`src/rtl/etr_pkg.sv`:
```
// Package for the throttle gear ramp: gear and command codes, register
// indexes, step constants, config bank type and saturating helpers.
// No dependencies.
package etr_pkg;

    localparam int W_WIDTH = 12;
    localparam int W_HOLD  = 8;
    localparam int CFG_NUM = 8;
    localparam int W_ADDR  = 3;

    // Ramp steps in microseconds per command
    localparam logic [W_WIDTH-1:0] FWD_STEP      = 12'd10;
    localparam logic [W_WIDTH-1:0] REV_STEP      = 12'd10;
    localparam logic [W_WIDTH-1:0] FWD_STOP_STEP = 12'd20;
    localparam logic [W_WIDTH-1:0] REV_STOP_STEP = 12'd20;
    // Commands spent at the brake width before reverse engages
    localparam logic [W_HOLD-1:0]  HOLD_LIMIT    = 8'd10;

    localparam logic [W_WIDTH-1:0] WIDTH_MAX     = 12'hFFF;

    typedef enum logic [1:0] {
        G_FWD = 2'd0,
        G_PRE = 2'd1,
        G_REV = 2'd2,
        G_NEU = 2'd3
    } t_gear;

    typedef enum logic [1:0] {
        ACT_FWD  = 2'd0,
        ACT_REV  = 2'd1,
        ACT_STOP = 2'd2,
        ACT_HARD = 2'd3
    } t_action;

    typedef enum logic [1:0] {
        LVL_NONE   = 2'd0,
        LVL_CREEP  = 2'd1,
        LVL_CRUISE = 2'd2,
        LVL_FAST   = 2'd3
    } t_level;

    typedef enum logic [W_ADDR-1:0] {
        REG_NEUTRAL    = 3'd0,
        REG_FWD_CREEP  = 3'd1,
        REG_FWD_CRUISE = 3'd2,
        REG_FWD_FAST   = 3'd3,
        REG_REV_CREEP  = 3'd4,
        REG_REV_CRUISE = 3'd5,
        REG_REV_FAST   = 3'd6,
        REG_BRAKE      = 3'd7
    } t_reg_idx;

    typedef logic [CFG_NUM-1:0][W_WIDTH-1:0] t_cfg_bank;

    // Highest index first
    localparam t_cfg_bank CFG_RESET = {
        12'd1300, 12'd1000, 12'd1300, 12'd1400,
        12'd2000, 12'd1700, 12'd1600, 12'd1500
    };

    localparam logic [W_WIDTH-1:0] WIDTH_RESET = 12'd1500;

    typedef struct packed {
        logic [W_WIDTH-1:0] width;
        t_gear              gear;
        logic [W_HOLD-1:0]  hold;
    } t_state;

    function automatic logic [W_WIDTH-1:0] sat_sub(input logic [W_WIDTH-1:0] a,
                                                   input logic [W_WIDTH-1:0] b);
        return (a > b) ? (a - b) : '0;
    endfunction

    function automatic logic [W_WIDTH-1:0] sat_add(input logic [W_WIDTH-1:0] a,
                                                   input logic [W_WIDTH-1:0] b);
        logic [W_WIDTH:0] s;
        s = {1'b0, a} + {1'b0, b};
        return s[W_WIDTH] ? WIDTH_MAX : s[W_WIDTH-1:0];
    endfunction

endpackage

```
`src/rtl/etr_cfg.sv`:
```
// Config register bank for the throttle gear ramp: eight 12-bit widths.
// Depends on etr_pkg.
module etr_cfg (
    input  logic                          i_clk,
    input  logic                          i_rst_n,
    input  logic                          i_we,
    input  logic [etr_pkg::W_ADDR-1:0]    i_addr,
    input  logic [etr_pkg::W_WIDTH-1:0]   i_wdata,
    output etr_pkg::t_cfg_bank            o_cfg
);

    etr_pkg::t_cfg_bank r_cfg;

    always_ff @(posedge i_clk) begin
        if (!i_rst_n) begin
            r_cfg <= etr_pkg::CFG_RESET;
        end else if (i_we) begin
            r_cfg[i_addr] <= i_wdata;
        end
    end

    assign o_cfg = r_cfg;

endmodule

```
`src/rtl/etr_step.sv`:
```
// Next-state logic of the throttle gear ramp: one command against the
// current width, gear and hold count. Depends on etr_pkg.
module etr_step (
    input  etr_pkg::t_action    i_action,
    input  etr_pkg::t_level     i_level,
    input  etr_pkg::t_state     i_state,
    input  etr_pkg::t_cfg_bank  i_cfg,
    output etr_pkg::t_state     o_state
);

    logic [etr_pkg::W_WIDTH-1:0] neu;
    logic [etr_pkg::W_WIDTH-1:0] brake;
    logic [etr_pkg::W_WIDTH-1:0] fwd_tgt;
    logic [etr_pkg::W_WIDTH-1:0] rev_tgt;
    logic [etr_pkg::W_WIDTH:0]   fwd_sum;
    etr_pkg::t_state             stop_st;
    etr_pkg::t_state             fwd_st;
    etr_pkg::t_state             rev_st;

    assign neu   = i_cfg[etr_pkg::REG_NEUTRAL];
    assign brake = i_cfg[etr_pkg::REG_BRAKE];

    always_comb begin
        case (i_level)
            etr_pkg::LVL_CREEP: begin
                fwd_tgt = i_cfg[etr_pkg::REG_FWD_CREEP];
                rev_tgt = i_cfg[etr_pkg::REG_REV_CREEP];
            end
            etr_pkg::LVL_CRUISE: begin
                fwd_tgt = i_cfg[etr_pkg::REG_FWD_CRUISE];
                rev_tgt = i_cfg[etr_pkg::REG_REV_CRUISE];
            end
            etr_pkg::LVL_FAST: begin
                fwd_tgt = i_cfg[etr_pkg::REG_FWD_FAST];
                rev_tgt = i_cfg[etr_pkg::REG_REV_FAST];
            end
            default: begin
                // no level: forward never uses it, reverse heads to neutral
                fwd_tgt = neu;
                rev_tgt = neu;
            end
        endcase
    end

    // Stop: ramp toward neutral, drop to neutral gear once crossed; pre-reverse gear holds
    always_comb begin
        stop_st = i_state;
        case (i_state.gear)
            etr_pkg::G_NEU: begin
                stop_st.width = neu;
            end
            etr_pkg::G_FWD: begin
                if (i_state.width > neu) begin
                    stop_st.width = etr_pkg::sat_sub(i_state.width, etr_pkg::FWD_STOP_STEP);
                end else begin
                    stop_st.width = neu;
                    stop_st.gear  = etr_pkg::G_NEU;
                end
            end
            etr_pkg::G_REV: begin
                if (i_state.width < neu) begin
                    stop_st.width = etr_pkg::sat_add(i_state.width, etr_pkg::REV_STOP_STEP);
                end else begin
                    stop_st.width = neu;
                    stop_st.gear  = etr_pkg::G_NEU;
                end
            end
            default: begin
                stop_st = i_state;
            end
        endcase
    end

    // Forward: from forward or neutral gear, step up and clamp at the target (no level: stop); other gears hold
    assign fwd_sum = {1'b0, i_state.width} + {1'b0, etr_pkg::FWD_STEP};

    always_comb begin
        fwd_st = i_state;
        if (i_state.gear == etr_pkg::G_FWD || i_state.gear == etr_pkg::G_NEU) begin
            if (i_level == etr_pkg::LVL_NONE) begin
                fwd_st = stop_st;
            end else begin
                if (i_state.width < fwd_tgt && fwd_sum <= {1'b0, fwd_tgt}) begin
                    fwd_st.width = fwd_sum[etr_pkg::W_WIDTH-1:0];
                end else begin
                    fwd_st.width = fwd_tgt;
                end
                fwd_st.gear = etr_pkg::G_FWD;
            end
        end
    end

    // Reverse: brake, hold, then ramp down without clamping on the way
    always_comb begin
        rev_st = i_state;
        case (i_state.gear)
            etr_pkg::G_REV: begin
                if (i_state.width > rev_tgt) begin
                    rev_st.width = etr_pkg::sat_sub(i_state.width, etr_pkg::REV_STEP);
                end else begin
                    rev_st.width = rev_tgt;
                end
            end
            etr_pkg::G_FWD: begin
                rev_st = stop_st;
            end
            etr_pkg::G_NEU: begin
                rev_st.gear  = etr_pkg::G_PRE;
                rev_st.width = etr_pkg::sat_sub(i_state.width, etr_pkg::REV_STEP);
            end
            default: begin
                if (i_state.width > brake) begin
                    rev_st.width = etr_pkg::sat_sub(i_state.width, etr_pkg::REV_STEP);
                    rev_st.hold  = '0;
                end else if (i_state.hold < etr_pkg::HOLD_LIMIT) begin
                    rev_st.width = brake;
                    rev_st.hold  = i_state.hold + 1'b1;
                end else begin
                    rev_st.gear  = etr_pkg::G_REV;
                    rev_st.width = neu;
                    rev_st.hold  = '0;
                end
            end
        endcase
    end

    always_comb begin
        case (i_action)
            etr_pkg::ACT_FWD:  o_state = fwd_st;
            etr_pkg::ACT_REV:  o_state = rev_st;
            etr_pkg::ACT_STOP: o_state = stop_st;
            default: begin
                o_state       = i_state;
                o_state.width = neu;
            end
        endcase
    end

endmodule

```
`src/rtl/esc_throttle_gear_ramp.sv`:
```
// Throttle gear ramp top level. A command accepted at the input first loads the input
// register; when it advances, its result loads the state register, which also serves
// as the result register driving the output.
// Throughput: one command per cycle; the output stage stalls only on m_axis_tready.
// Reset (synchronous, active low): width 1500, neutral gear, hold count zero,
// config registers at their defaults, both stages empty.
module esc_throttle_gear_ramp (
    input  logic                         i_clk,
    input  logic                         i_rst_n,
    input  logic                         s_axis_tvalid,
    output logic                         s_axis_tready,
    input  logic [7:0]                   s_axis_tdata,   // [1:0] action, [3:2] speed_level
    output logic                         m_axis_tvalid,
    input  logic                         m_axis_tready,
    output logic [23:0]                  m_axis_tdata,   // [11:0] pulse_us,
                                                         // [21:12] compare_value,
                                                         // [23:22] gear_now
    input  logic                         i_cfg_we,
    input  logic [etr_pkg::W_ADDR-1:0]   i_cfg_addr,
    input  logic [etr_pkg::W_WIDTH-1:0]  i_cfg_wdata
);

    logic               r_in_valid;
    etr_pkg::t_action   r_action;
    etr_pkg::t_level    r_level;
    logic               r_out_valid;
    etr_pkg::t_state    r_state;
    etr_pkg::t_state    n_state;
    etr_pkg::t_cfg_bank cfg;
    logic               advance;

    etr_cfg u_cfg (
        .i_clk   (i_clk),
        .i_rst_n (i_rst_n),
        .i_we    (i_cfg_we),
        .i_addr  (i_cfg_addr),
        .i_wdata (i_cfg_wdata),
        .o_cfg   (cfg)
    );

    etr_step u_step (
        .i_action (r_action),
        .i_level  (r_level),
        .i_state  (r_state),
        .i_cfg    (cfg),
        .o_state  (n_state)
    );

    assign advance       = r_in_valid && (!r_out_valid || m_axis_tready);
    assign s_axis_tready = !r_in_valid || advance;

    always_ff @(posedge i_clk) begin
        if (!i_rst_n) begin
            r_in_valid <= 1'b0;
        end else if (s_axis_tready) begin
            r_in_valid <= s_axis_tvalid;
        end
    end

    // payload only, no reset needed
    always_ff @(posedge i_clk) begin
        if (s_axis_tvalid && s_axis_tready) begin
            r_action <= etr_pkg::t_action'(s_axis_tdata[1:0]);
            r_level  <= etr_pkg::t_level'(s_axis_tdata[3:2]);
        end
    end

    // State doubles as the result register: both change only on advance
    always_ff @(posedge i_clk) begin
        if (!i_rst_n) begin
            r_out_valid   <= 1'b0;
            r_state.width <= etr_pkg::WIDTH_RESET;
            r_state.gear  <= etr_pkg::G_NEU;
            r_state.hold  <= '0;
        end else begin
            if (advance) begin
                r_state     <= n_state;
                r_out_valid <= 1'b1;
            end else if (m_axis_tready) begin
                r_out_valid <= 1'b0;
            end
        end
    end

    assign m_axis_tvalid = r_out_valid;
    assign m_axis_tdata  = {r_state.gear, r_state.width[etr_pkg::W_WIDTH-1:2], r_state.width};

endmodule

```
`config.mk`:
```
export PLATFORM = sky130hd
export DESIGN_NAME = esc_throttle_gear_ramp
export DESIGN_NICKNAME = d
export VERILOG_FILES = /design/src/rtl/etr_pkg.sv /design/src/rtl/etr_cfg.sv /design/src/rtl/etr_step.sv /design/src/rtl/esc_throttle_gear_ramp.sv
export SDC_FILE = /design/constraint.sdc
export NUM_CORES = 1
export LEC_CHECK = 0
export BUFFER_PORTS_ARGS = -buffer_cell sky130_fd_sc_hd__buf_2
export CORE_AREA = 5 5 162 164
export CTS_BUF_LIST = sky130_fd_sc_hd__clkbuf_8
export DETAILED_ROUTE_END_ITERATION = 8
export DIE_AREA = 0 0 167 169
export HOLD_SLACK_MARGIN = 0.1
export SYNTH_ARGS = -nofsm -noshare
export SYNTH_HDL_FRONTEND = slang
export SYNTH_SLANG_ARGS = --single-unit
```
`constraint.sdc`:
```
create_clock -name i_clk -period 5.34 [get_ports i_clk]
set_clock_uncertainty 0.05 [all_clocks]
set_input_delay 1.068 -clock i_clk [delete_from_list [all_inputs] [get_ports i_clk]]
set_output_delay 1.068 -clock i_clk [all_outputs]
set_load 0.01 [all_outputs]
```
## Word-level counts from Yosys, hierarchy flattened

Cells that the tools add are included.

| word-level totals | value |
|---|---|
| register bits after elaboration | 124 |
| bits of input ports | 28 |
| output and inout port bits | 26 |

| cells by class | value |
|---|---|
| $add $sub $neg | 5 |
| $lt $le $gt $ge | 11 |
| equality and inequality tests | 11 |
| multiplexer cells | 30 |
| bitwise logic cells | 3 |
| reduce and logical (&&, ||, !) cells | 18 |

Operators with widths:

| operator | number |
|---|---|
| $pmux W12 S3 | 4 |
| $mux W12 | 10 |
| $bwmux W96 | 1 |
| $pmux W22 S3 | 1 |
| $demux W12 S3 | 1 |
| $gt A12 B12 Y1 | 3 |
| $lt A12 B12 Y1 | 2 |
| $mux W8 | 3 |
| $mux W22 | 1 |
| $mux W14 | 1 |
| $add A12 B4 Y13 const B | 1 |
| $add A12 B5 Y13 const B | 1 |
| $le A13 B12 Y1 | 1 |
| $gt A12 B4 Y1 const B | 1 |
| $gt A12 B5 Y1 const B | 1 |
| $sub A12 B4 Y12 const B | 1 |
| $sub A12 B5 Y12 const B | 1 |
| $eq A2 B2 Y1 const B | 5 |
| $add A8 B1 Y8 const B | 1 |
| $lt A8 B4 Y1 const B | 1 |
| $mux W2 | 4 |
| $ne A4 B2 Y1 const B | 2 |
| $logic_not A2 Y1 | 3 |
| $pmux W2 S3 | 1 |
| 17 further kinds | 27 |

## Logic depth before layout (Yosys ltp)

| depth | value |
|---|---|
| depth after elaboration | 8 |
| depth in mapped cells | 16 |
| depth with buffers taken out | 14 |

## Modules after synthesis

Synthesis repeated with hierarchy kept, for this count alone.

| second synthesis, totals | value |
|---|---|
| cell total of the unflattened synthesis | 1,222 |
| area total of the unflattened synthesis | 10,148.5 um2 |

By module, submodules not included:

| module | times used | cells an instance | area an instance (um2) | sequential area each (um2) |
|---|---|---|---|---|
| etr_step | 1 | 742 | 5,138.7 | 0.0 |
| etr_cfg | 1 | 346 | 3,694.8 | 1,921.8 |
| esc_throttle_gear_ramp | 1 | 134 | 1,315.0 | 600.6 |

## Worst setup path before layout

No wires, ideal clock.

| path | value |
|---|---|
| kind | reg2reg |
| start point | register r_level[0] |
| end point | register r_state (netlist bit m_axis_tdata[4]) |
| library setup time | 122 ps |
| arrival | 3,875 ps |
| slack | 1,293 ps |
| cell stages (with the launch flop) | 16 |
| buffers on the path | 3 |
| path through | edfxtp_1 -> buf_1 -> clkbuf_1 -> mux2_2 -> a22oi_1 -> a21boi_0 -> ha_1 -> and4_1 -> a21oi_1 -> o221ai_1 -> a21o_1 -> or2_1 -> buf_2 -> o21ai_0 -> o2111ai_1 -> a311o_1 |

| between the ends | value |
|---|---|
| cells in the longest elaborated chain, start to end | 8 |

Ends and longest elaborated chain:

| element | RTL line | source |
|---|---|---|
| from (decl) | esc_throttle_gear_ramp.sv:25 | `etr_pkg::t_level r_level;` |
| from (signal assigned) | esc_throttle_gear_ramp.sv:64 | `r_level <= etr_pkg::t_level'(s_axis_tdata[3:2]);` |
| $eq A2 B2 Y1 / $eq A2 B1 Y1 (equally long branches) | etr_step.sv:24 | `case (i_level)` |
| $pmux W12 S3 | etr_step.sv:24 |  |
| $le A13 B12 Y1 / $lt A12 B12 Y1 (equally long branches) | etr_step.sv:83 | `if (i_state.width < fwd_tgt && fwd_sum <= {1'b0, fwd_tgt}) begin` |
| $logic_and A1 B1 Y1 | etr_step.sv:83 |  |
| $mux W12 | etr_step.sv:83 |  |
| $mux W14 | etr_step.sv:80 | `if (i_level == etr_pkg::LVL_NONE) begin` |
| $mux W22 | etr_step.sv:79 | `if (i_state.gear == etr_pkg::G_FWD \|\| i_state.gear == etr_pkg::G_NEU) begin` |
| $pmux W22 S3 (*) | etr_step.sv:128 | `case (i_action)` |
| to (signal assigned) | esc_throttle_gear_ramp.sv:77 | `r_state <= n_state;` |
| to (decl) | esc_throttle_gear_ramp.sv:27 | `etr_pkg::t_state r_state;` |

Every way passes the cells marked *; elsewhere a longest branch is shown, timed or not. The select of a mux whose other input is x is not followed.
A chain may end at the register's enable or synchronous reset.

## Worst setup path after layout

Ends and elaborated chain as after synthesis.

==> key figures <==
Run status
  – Run status: finished, final reports clean

Worst setup path
  – R2r worst-path depth: 11
  – Stages on worst setup path: 11
  – Worst path required time: approximately 5.6 ns
  – CP startpoint kind: register
  – Worst Path Arrival: between 4 and 5 ns
  – Top delay family on crit path: compound AO/OA/AOI/OAI gates
  – Buf/Inv on CP: 2
  – Crit end category: register
  – Slowest CP cell: edfxtp_1
  – Slowest Stage Delay on Critical Path: 0.84 ns
  – Cell Chain, Critical Path: buf_4, mux4_2, inv_1, ha_1, a2111oi_0, o21ai_0, o221a_2, or2_1, o21ai_0, o2111ai_1, a311o_1
  – R2r setup slk: a little under 0.9 ns
  – CP dominant cell by count: o21ai_0
  – Critical path peak fanout: 13
  – Setup CP Type: reg2reg

Global route
  – GRT busiest layer: met2
  – Initial antenna violation count: 0
  – Routing usage on met2: 34.9%
  – GRT Residual Overflow: 0
  – Met3 Use GR: roughly 4.5%
  – Number of global-route vias before repair: between 8,000 and 9,000
  – Largest net degree at the start of global routing: approximately 100
  – First-pass GRT wire length: a little over 50,000 um
  – GR Layer Usage met1: between 30 and 40%
  – All-Layer GR Usage: approximately 23%

Synthesis
  – Yosys warns: 0
  – Register area share after synthesis: about a quarter
  – Ys flop type: dfxtp_1
  – Gate Count Post-Synth: roughly 1,300
  – Post-Syn Area: slightly below 10,000 um2
  – Yosys reg bits: roughly 120
  – Synth top area cells: dfxtp_1 25%, nand2_1 9.8%, ha_1 9.3%
  – Post-Syn Nets: ~1,400
  – Most frequent cell after synthesis: nand2_1
  – Area fraction of the dominant cell type after synthesis: 24.9%
  – Synth cell count leaders: 252 x nand2_1, 120 x dfxtp_1, 72 x ha_1, 68 x nor2_1, 68 x o21ai_0
  – FFs w/ async S/R, synth: 0%
  – Syn_area_per_cell: between 7 and 8 um2
  – Leading area contributor after synthesis: dfxtp_1
  – Post-synth EDFFs: 4
  – Distinct cells, synth: between 70 and 80

Power and ir drop
  – Comb pwr share: between 30% and 40%
  – Seq pwr share: about 38%
  – NetSw: ~990 uW
  – Part of the power in the clock network: a little under a third
  – Pwr Density: approximately 260 nW/um2
  – Switching part of the total power: ~37%
  – Pint: 1670 uW
  – Leakage power: 0.00406 uW
  – VDD IR max: approximately 0.16 mV

Route
  – DR pass1 iterations: 5
  – Post-DR wirelength/cell: 20.9 um
  – # DRC: 0
  – Initial DRC count: 1,095
  – Vias/cell: 5.95
  – Post-DRT Antenna Nets: 0
  – Final wirelength: around 33,000 um
  – DR vias: 9,390

Placement
  – Placement Setup Slack: 0.943 ns
  – IO buf count: a little under 50
  – Inst Count DP: around 1,500
  – Dpl hpwl: 24,300 um
  – Post-placement cell area: 9890 um2
  – Global placement routability congestion: ~0.95

Die
  – Core Area: between 20,000 and 25,000 um2
  – Row count: between 50 and 60
  – Initial core utilization: 39.0%
  – Die area: 28,200 um2
  – IO Pins: between 50 and 60
  – Die W: between 150 and 200 um
  – Height of the die: between 150 and 200 um

Clock tree
  – Hold_buf cts: 0
  – Skew-Pair Late Insertion Delay: between 0.4 and 0.5 ns
  – Post_cts resized: 0
  – Clock buffer count from CTS: 17
  – Worst-case clock buffer depth: 2
  – Postcts setup bufs: 0
  – Clock Sink Count: 124
  – TritonCTS clock tree: yes
  – Worst-path clk slew: 0.08 ns
  – Clock root cell: clkbuf_8
  – H-Tree Depth: 4

Cells and area
  – ANT cells: 0
  – Nets: roughly 1,300
  – Area Growth Syn to Fin: 6.69%
  – Non-Filler Instances: roughly 1,600
  – FILL cells: about 2,600
  – Final Instance Area: 10,300 um2
  – Share of cells above drive strength 1: between 10 and 15%

Timing
  – WHS: 0.416 ns
  – Max transition margin: 24.9%
  – Max Freq: 0.225 GHz
  – Setup TNS: 0 ns
  – Final-report setup violation count: 0
  – RSZ-0062 raised after global routing: false
  – Worst Tran Pin Value: 1.12 ns
  – Tcrit/Tclk final: 83.3%
  – Fin crit period: 4.45 ns
  – Hold Vio Cnt, Final: 0
  – Final WS setup: around 0.89 ns
  – Final Max Tran Viols: 0

Hold path
  – Hold Path Stages: 2
  – Min-delay worst type: reg2reg

Job
  – MaxCap Viol Count: 0
==> final timing paths <==
kind              startpoint              end
max               r_level[0]  m_axis_tdata[4]
min          u_cfg.o_cfg[24]  u_cfg.o_cfg[24]
max reg2reg       r_level[0]  m_axis_tdata[4]
min reg2reg  u_cfg.o_cfg[24]  u_cfg.o_cfg[24]
==> power groups by stage <==
stage / combinational (uW) / sequential, uW / clock (uW)
finish: 809 / 1010 / 846
global route: 879 / 1010 / 901
CTS: 791 / 1010 / 863
detailed placement: 788 / 1030 / 0
global placement: 782 / 1030 / 0
floorplan: 587 / 1010 / 0
==> layout by cell type (no fill, tap or decap), types with 6 or more instances in the layout <==
cell       instances
nor2b_1           13
a22oi_1            8
a21o_1            10
inv_1             63
o31ai_1           10
dfxtp_1          120
nand2_1          252
clkbuf_8          17
a21oi_1           54
clkinv_4           6
a211o_1            7
o21a_1            11
a31oi_1           13
and3_1             6
a21boi_0          58
nor2_1            68
xor2_1            10
ha_1              72
mux2i_1           13
nor3_1            23
nor4_1             9
o211ai_1          18
mux2_2             8
or3_1             12
nand4_1           15
nand2b_1          12
xnor2_1           13
buf_2             48
o221ai_1           8
mux4_2            20
o2111ai_1          6
o21ai_0           68
a211oi_1          11
nand3_1           48
buf_4             21
==> layer usage <==
| layer | part of all wire (%) | up-vias |
|---|---|---|
| met4 | 3.7 | 0 |
| met2 | 43 | 478 |
| met5 | 0 | - |
| met1 | 43 | 4411 |
| li1 | - | 4430 |
| met3 | 9.5 | 71 |
==> state kept, by name, indices dropped and copies added (netlist names) <==
| name | count |
|---|---|
| r_action | 2 |
| r_in_valid | 1 |
| r_state | 8 |
| u_cfg.o_cfg | 96 |
| m_axis_tdata | 14 |
| r_level | 2 |
| m_axis_tvalid | 1 |
==> cell type report <==
class	instances	area (um2)	share of cell area (%)
multi-input combinational	960	6320	61.4
sequential	124	2520	24.5
clock inverter	15	164	1.59
clock buffer	17	234	2.27
tap	330	413	4.01
inverter	63	236	2.30
timing repair buffer	69	398	3.87
==> stage by stage <==
step                utilization (%)  power [uW]
floorplan                         -        1600
global placement               40.0        1810
detailed placement             40.0        1820
CTS                            41.6        2660
global route                   41.6        2790
finish                         41.6        2660
==> kinds of logic (layout without fill, tap and decap cells) <==
logic type | after synthesis | count (layout) | synth area share [%]
DFF | 124 | 124 | 26.2
adders and majority gates | 72 | 72 | 9.34
buffers and inverters | 174 | 164 | 8.39
xor gates and xnor gates | 23 | 23 | 2.09
muxes | 41 | 41 | 6.95
AOI/OAI and AO/OA | 337 | 337 | 24.3
and+or+nand+nor | 487 | 487 | 22.8
==> worst min-delay path: stages, from the launching register on <==
cell      delay, ns
dfxtp_1        0.31
nand2_1        0.04
a21boi_0       0.06
Power figures use the tool's default switching activity.
